[src/sv/qte_pkg.sv]
`timescale 1ns / 1ps

package qte_pkg;

	localparam int QUAT_WIDTH_DEF   = 16;
	localparam int CORDIC_STEPS_DEF = 16;

	// Square root steps: one result bit per step, for radicands up to 2^60.
	localparam int ISQRT_STEPS = 31;
	localparam int ISQRT_VW    = 62;

	// CORDIC datapath width and angle constants (angles in units of 2^-30 rad).
	localparam int ANG_W = 34;
	localparam logic signed [ANG_W-1:0] HALF_PI_Q30 = 34'sd1686629713;

	localparam int ROLL_W  = 16;
	localparam int PITCH_W = 15;
	localparam int YAW_W   = 16;
	localparam int OUT_TD_W = 48;

	localparam int PI_Q13      = 25736;
	localparam int HALF_PI_Q13 = 12868;

	// Truncated arctangent of 2^-k in units of 2^-30 rad.
	function automatic logic [29:0] atan_tab(input logic [4:0] k);
		logic [29:0] r;
		case (k)
			5'd0:  r = 30'h3243F6A8;
			5'd1:  r = 30'h1DAC6705;
			5'd2:  r = 30'h0FADBAFC;
			5'd3:  r = 30'h07F56EA6;
			5'd4:  r = 30'h03FEAB76;
			5'd5:  r = 30'h01FFD55B;
			5'd6:  r = 30'h00FFFAAA;
			5'd7:  r = 30'h007FFF55;
			5'd8:  r = 30'h003FFFEA;
			5'd9:  r = 30'h001FFFFD;
			5'd10: r = 30'h000FFFFF;
			5'd11: r = 30'h0007FFFF;
			5'd12: r = 30'h0003FFFF;
			5'd13: r = 30'h0001FFFF;
			5'd14: r = 30'h0000FFFF;
			5'd15: r = 30'h00007FFF;
			5'd16: r = 30'h00003FFF;
			5'd17: r = 30'h00001FFF;
			5'd18: r = 30'h00000FFF;
			5'd19: r = 30'h000007FF;
			5'd20: r = 30'h000003FF;
			5'd21: r = 30'h000001FF;
			5'd22: r = 30'h000000FF;
			5'd23: r = 30'h0000007F;
			5'd24: r = 30'h0000003F;
			5'd25: r = 30'h0000001F;
			5'd26: r = 30'h0000000F;
			5'd27: r = 30'h00000008;
			5'd28: r = 30'h00000004;
			5'd29: r = 30'h00000002;
			5'd30: r = 30'h00000001;
			default: r = 30'h00000000;
		endcase
		return r;
	endfunction

endpackage

[src/sv/qte_isqrt.sv]
`timescale 1ns / 1ps

module qte_isqrt #(
	parameter int TAG_W = 1
) (
	input  logic                                 clk,
	input  logic                                 en,
	input  logic [qte_pkg::ISQRT_VW-1:0]         v_in,
	input  logic [TAG_W-1:0]                     tag_in,
	output logic [qte_pkg::ISQRT_STEPS-1:0]      root,
	output logic [TAG_W-1:0]                     tag_out
);
	import qte_pkg::*;

	localparam int N  = ISQRT_STEPS;
	localparam int VW = ISQRT_VW;

	logic [VW-1:0]    rem_s [0:N];
	logic [VW-1:0]    acc_s [0:N];
	logic [TAG_W-1:0] tag_s [0:N];

	assign rem_s[0] = v_in;
	assign acc_s[0] = '0;
	assign tag_s[0] = tag_in;

	// One result bit per stage, trial bit running from 2^60 down to 2^0.
	for (genvar j = 0; j < N; j++) begin : g_step
		localparam logic [VW-1:0] BIT = VW'(1) << (2 * (N - 1 - j));
		logic [VW-1:0] trial;
		assign trial = acc_s[j] + BIT;
		always_ff @(posedge clk) begin
			if (en) begin
				tag_s[j+1] <= tag_s[j];
				if (rem_s[j] >= trial) begin
					rem_s[j+1] <= rem_s[j] - trial;
					acc_s[j+1] <= (acc_s[j] >> 1) + BIT;
				end else begin
					rem_s[j+1] <= rem_s[j];
					acc_s[j+1] <= acc_s[j] >> 1;
				end
			end
		end
	end

	assign root    = acc_s[N][N-1:0];
	assign tag_out = tag_s[N];

endmodule

[config.mk]
export PLATFORM = sky130hd
export DESIGN_NAME = qte_isqrt
export DESIGN_NICKNAME = d
export VERILOG_FILES = /design/src/sv/qte_pkg.sv /design/src/sv/qte_isqrt.sv
export SDC_FILE = /design/constraint.sdc
export NUM_CORES = 2
export LEC_CHECK = 0
export BUFFER_PORTS_ARGS = -buffer_cell sky130_fd_sc_hd__buf_2
export CAP_MARGIN = 20
export CORE_AREA = 4 4 578 580
export DETAILED_ROUTE_END_ITERATION = 6
export DIE_AREA = 0 0 582 584
export PLACE_DENSITY = 0.61
export SLEW_MARGIN = 25
export SYNTH_ARGS = -nofsm -noshare
export SYNTH_HDL_FRONTEND = slang
export SYNTH_SLANG_ARGS = --single-unit
export TNS_END_PERCENT = 50
[constraint.sdc]
create_clock -name clk -period 8.3 [get_ports clk]
set_input_delay 1.245 -clock clk [delete_from_list [all_inputs] [get_ports clk]]
set_output_delay 1.245 -clock clk [all_outputs]
set_load 0.005 [all_outputs]
-- Word level (Yosys, flattened, before mapping)
Cells that the tools add are included.
- output and inout port bits: 32
- bits of input ports: 65
- flip-flop bits (word level): 3782
- muxes and demuxes: 61
- add/subtract/negate cells: 90
- magnitude comparators: 31
- operators with widths (kind ; number):
    >= comparator 62 bit ; 30
    two-way mux 62 bit ; 30
    two-way mux 61 bit ; 30
    subtractor 62 bit ; 29
    adder 61 x 11 -> 62 bit, second input constant ; 1
    adder 61 x 13 -> 62 bit, second input constant ; 1
    adder 61 x 15 -> 62 bit, second input constant ; 1
    adder 61 x 17 -> 62 bit, second input constant ; 1
    adder 61 x 19 -> 62 bit, second input constant ; 1
    adder 61 x 21 -> 62 bit, second input constant ; 1
    adder 61 x 23 -> 62 bit, second input constant ; 1
    adder 61 x 25 -> 62 bit, second input constant ; 1
    adder 61 x 27 -> 62 bit, second input constant ; 1
    adder 61 x 29 -> 62 bit, second input constant ; 1
    adder 61 x 3 -> 62 bit, second input constant ; 1
    adder 61 x 31 -> 62 bit, second input constant ; 1
    adder 61 x 33 -> 62 bit, second input constant ; 1
    adder 61 x 35 -> 62 bit, second input constant ; 1
    adder 61 x 37 -> 62 bit, second input constant ; 1
    adder 61 x 39 -> 62 bit, second input constant ; 1
    adder 61 x 41 -> 62 bit, second input constant ; 1
    adder 61 x 43 -> 62 bit, second input constant ; 1
    adder 61 x 45 -> 62 bit, second input constant ; 1
    adder 61 x 47 -> 62 bit, second input constant ; 1
    43 further kinds ; 43

-- Depth between registers and ports, before layout
- depth after elaboration: 3
- depth in mapped cells: 15
- depth with buffers taken out: 13

-- Least setup slack after synthesis
OpenSTA, ideal clock, no wires.
- path type: register -> register
- from: reg rem_s[170] in the netlist's numbering
- to: reg rem_s[98] in the netlist's numbering, data pin
- data required time: 8.038 ns
- arrival: 3.259 ns
- path slack: 4.779 ns
- library setup time: 0.262 ns
- stages on the path, launching flop included: 12
- cell sequence: edfxtp_1 -> or4_4 -> or4_4 -> or4_1 -> or3_1 -> or3_1 -> buf_6 -> nor2_2 -> buf_6 -> inv_4 -> and3_1 -> xor2_1
- cells in the longest elaborated chain, start to end: 2
- ends and longest elaborated chain (what ; line ; RTL):
    start, declared ; qte_isqrt.sv:18 ; logic [VW-1:0] rem_s [0:N];
    start signal, assigned by index ; qte_isqrt.sv:35 ; rem_s[j+1] <= rem_s[j] - trial;
    start signal, assigned by index ; qte_isqrt.sv:38 ; rem_s[j+1] <= rem_s[j];
    >= comparator 62 bit ; qte_isqrt.sv:34 ; if (rem_s[j] >= trial) begin
    two-way mux 62 bit ; qte_isqrt.sv:34 ;
No other way between the ends.
A chain may end at the register's enable or synchronous reset.

-- Final worst setup path
- from: reg rem_s[214] in the netlist's numbering
- to: reg rem_s[168] in the netlist's numbering, data pin
- cells in the longest elaborated chain, start to end: 2
- elaborated cells on any way between the ends: 3
- those cells by class: add/sub (1); order compare (1); mux (1)
- ends and longest elaborated chain (what ; line):
    subtractor 62 bit or >= comparator 62 bit (tied branches) ; qte_isqrt.sv:35, qte_isqrt.sv:34
    two-way mux 62 bit * ; qte_isqrt.sv:34
Every way passes the cells marked *; elsewhere a longest branch is shown, timed or not.

==> flow_summary.yaml <==
drt:
  drt_drc_violations_left: 0
  drt-pass1-iter-count: 6
  drtIter0Drc: 5569
  vias: 72800
  wl_mm: 292
  routed_via_density: 5.22
  wl_per_cell_um: 21.0
  drtAntennaViolNets: 0
power_and_ir_drop:
  p_sw_frac: 0.301
  p_leak_nw: 47.7
  power_density_nw_per_um2: 278
  pwr-share-clk: 0.325
  p_seq_frac: 0.464
  intPower_w: 0.0251
  comb_power_share: 0.211
  p_total_w: 0.0359
  p_switching_w: 0.0108
  ir_drop_mv: 0.236
global_route:
  grt.total_usage: 0.167
  antenna_found_initial: 7
  grt_max_degree: 194
  grt_pass1_vias: 73200
  grt_pass1_wl_mm: 442
  grt_overflow: 0
critical_path:
  worstRegToRegCells: 11
  reg2reg_to: "rem_s[168]"
  reg2reg_from: "rem_s[214]"
  cp-end-kind: "flop"
  cp_max_fo: 58
  required_ns: 8.88
  r2r_slack_ns: 3.27
  worstSetupPathType: "reg -> reg"
  startpoint: "rem_s[214]"
  worstPathArrival_ns: 5.62
  start_kind: "flop"
run_status:
  outcome: "finished clean"
synthesis:
  synth_top_area_share: 0.625
  yosys_warnings: 0
  ys_seq_elements: 2387
  synth_edf_count: 2387
  avgSynthCellArea_um2: 12.5
  synthArstFlopShare: 0
  synthesis.nets: 9739
  synth.area.top_cells: "edfxtp_1 62%, ha_1 5.7%, xnor2_1 3.4%"
  synth-main-ff-cell: "edfxtp_1"
  syn_area_um2: 115000
  ys_seq_area_frac: 0.625
  synth_top_area_cell: "edfxtp_1"
  synth_cell_types: 97
  syn_inst: 9149
min_path:
  whs_path_depth: 0
  hp-class: "reg -> reg"
  hold_path_startpoint: "tag_s[1]"
  hold_end: "tag_out"
die:
  num_rows: 211
  die_area_um2: 340000
  ios: 97
  chipHeight_um: 584
  core_area_um2: 329000
  start_util: 0.349
  die_w_um: 582
timing:
  finalCritPeriodShare: 0.606
  rsz0062_at_grt: "no"
  tightest_slew_ns: 1.16
  final.setup.tns_ns: 0
  slew_violations: 0
  setup_viol: 0
  clock-skew-final_ns: 0.0668
  max_freq_mhz: 199
  maxSlewHeadroom: 0.223
  fin_crit_ns: 5.03
  final-hold-violation-count: 0
clock_tree:
  cts.htree.levels: 5
  cts_buffers: 271
  clockBufferDepth: 4
  root_buffer: "clkbuf_16"
  hold_buffers: 0
  clock_latency_ns: 0.90
  post_cts_resized: 0
  clk_pin_slew_worst_paths_ns: 0.06
  cts_tree: "built"
  postCtsSetupRepairBufs: 0
  numClockSinks: 2387
cells_and_area:
  layout-drive-gt1-share: 0.0757
  final_core_util: 0.392
  nets: 9940
  nFillCells: 30800
  area_growth_pct: 12.6
run:
  maxCapViolCount: 0
placed_design:
  io_buffers: 96
  dp_hpwl_mm: 222
  gp_congestion: 0.931
[cell families after synthesis]
group	Yosys count	share of synthesized area
mux	95	0.00919
buf+inv	886	0.0305
compound gates	1730	0.0935
flops	2387	0.625
simple gates	2689	0.121
xor+xnor	837	0.0639
fa+ha+maj	525	0.0573
[power by group through the flow]
stage,Clock (W),Combinational (W),Sequential (W)
floorplan,0,0.00541,0.0162
global placement,0,0.00742,0.0169
detailed placement,0,0.00750,0.0169
CTS,0.0120,0.00755,0.0167
global route,0.0125,0.00835,0.0168
finish,0.0117,0.00758,0.0167
[layout make-up]
class	count	area (um^2)	area share
clock buffers	325	7070	0.0547
inverters	668	2510	0.0194
repair buffers	146	1090	0.00848
clock inverters	157	1570	0.0122
well taps	4366	5460	0.0423
multi-input cells	5876	39700	0.308
diodes	6	15.0	0.000116
flip-flops and latches	2387	71700	0.555
[routing by layer]
metal | up-vias | wire [um] | GRT usage
met5 | - | 0 | 0
met4 | 0 | 10900 | 0.0600
met3 | 534 | 12400 | 0.0221
met2 | 1953 | 157000 | 0.320
met1 | 35600 | 112000 | 0.187
li1 | 34700 | - | -
[Yosys cell counts (all sizes together) (19+ instances only)]
| cell type | count |
|---|---|
| a21o | 192 |
| nor4 | 310 |
| and3 | 48 |
| nor3 | 258 |
| nand3b | 23 |
| inv | 666 |
| or4 | 60 |
| nor2 | 617 |
| and2 | 27 |
| nand3 | 140 |
| nor2b | 63 |
| or2 | 39 |
| o31ai | 39 |
| clkbuf | 156 |
| nand4b | 23 |
| or3 | 93 |
| nand2b | 100 |
| a2111oi | 21 |
| nor4b | 49 |
| mux2 | 83 |
| o21bai | 59 |
| ha | 525 |
| and4 | 25 |
| a31oi | 54 |
| nor3b | 19 |
| o21a | 94 |
| nand4 | 171 |
| xor2 | 388 |
| xnor2 | 449 |
| a21oi | 584 |
| buf | 62 |
| nand2 | 584 |
| edfxtp | 2387 |
| o21ai | 421 |
| o211ai | 28 |
| a211oi | 38 |
[critical path, cell delays in order, from the launching register on]
cell and delay [ns]:
edfxtp_1 0.40, ha_1 0.48, and4_1 0.38, nand3_1 0.24, or3_1 0.46, nor4_2 0.82, a21oi_1 0.22, o41ai_2 0.09
buf_4 0.55, nor2b_1 0.69, nand4_1 0.22, xnor2_1 0.17
[placed cells by master, fill, tap and decap left out, types with 50 or more instances in the layout]
cell type / count
nand4_1: 171
o21bai_1: 59
edfxtp_1: 2387
inv_1: 664
buf_2: 95
nand3_1: 139
o21ai_0: 418
nor2_1: 616
or4_1: 57
clkbuf_1: 50
o21a_1: 94
nand2_1: 582
nand2b_1: 100
xor2_1: 388
a31oi_1: 54
nor4_1: 304
or3_1: 93
ha_1: 525
nor2b_1: 61
xnor2_1: 449
a21o_1: 192
clkbuf_16: 275
mux2_2: 82
nor3_1: 256
a21oi_1: 584
[registers in the layout (all words and copies together), names as in the netlist]
signal,cells
tag_s,30
root,31
acc_s,465
rem_s,1860
tag_out,1
[through the flow]
| stage | cells | instance area [um^2] | hold WS, ns | setup WS (ns) |
|---|---|---|---|---|
| finish | 13900 | 129000 | 0.406 | 3.27 |
| global route | 13900 | 129000 | 0.411 | 3.05 |
| CTS | 13900 | 129000 | 0.405 | 3.30 |
| detailed placement | 13400 | 120000 | 0.405 | 3.36 |
| global placement | 13400 | 120000 | 0.400 | 3.01 |
| floorplan | 9149 | 115000 | 0.400 | 4.78 |
[how the worst max path moves through the flow]
| stage | endpoint | slack (ns) | cells past startpoint |
|---|---|---|---|
| after floorplan | rem_s[98] | 4.78 | 11 |
| after global placement | rem_s[180] | 3.01 | 12 |
| after detailed placement | rem_s[242] | 3.36 | 12 |
| after CTS | rem_s[242] | 3.30 | 12 |
| after global routing | rem_s[172] | 3.05 | 12 |
| final | rem_s[168] | 3.27 | 11 |
(Power assumes the default switching activity.)
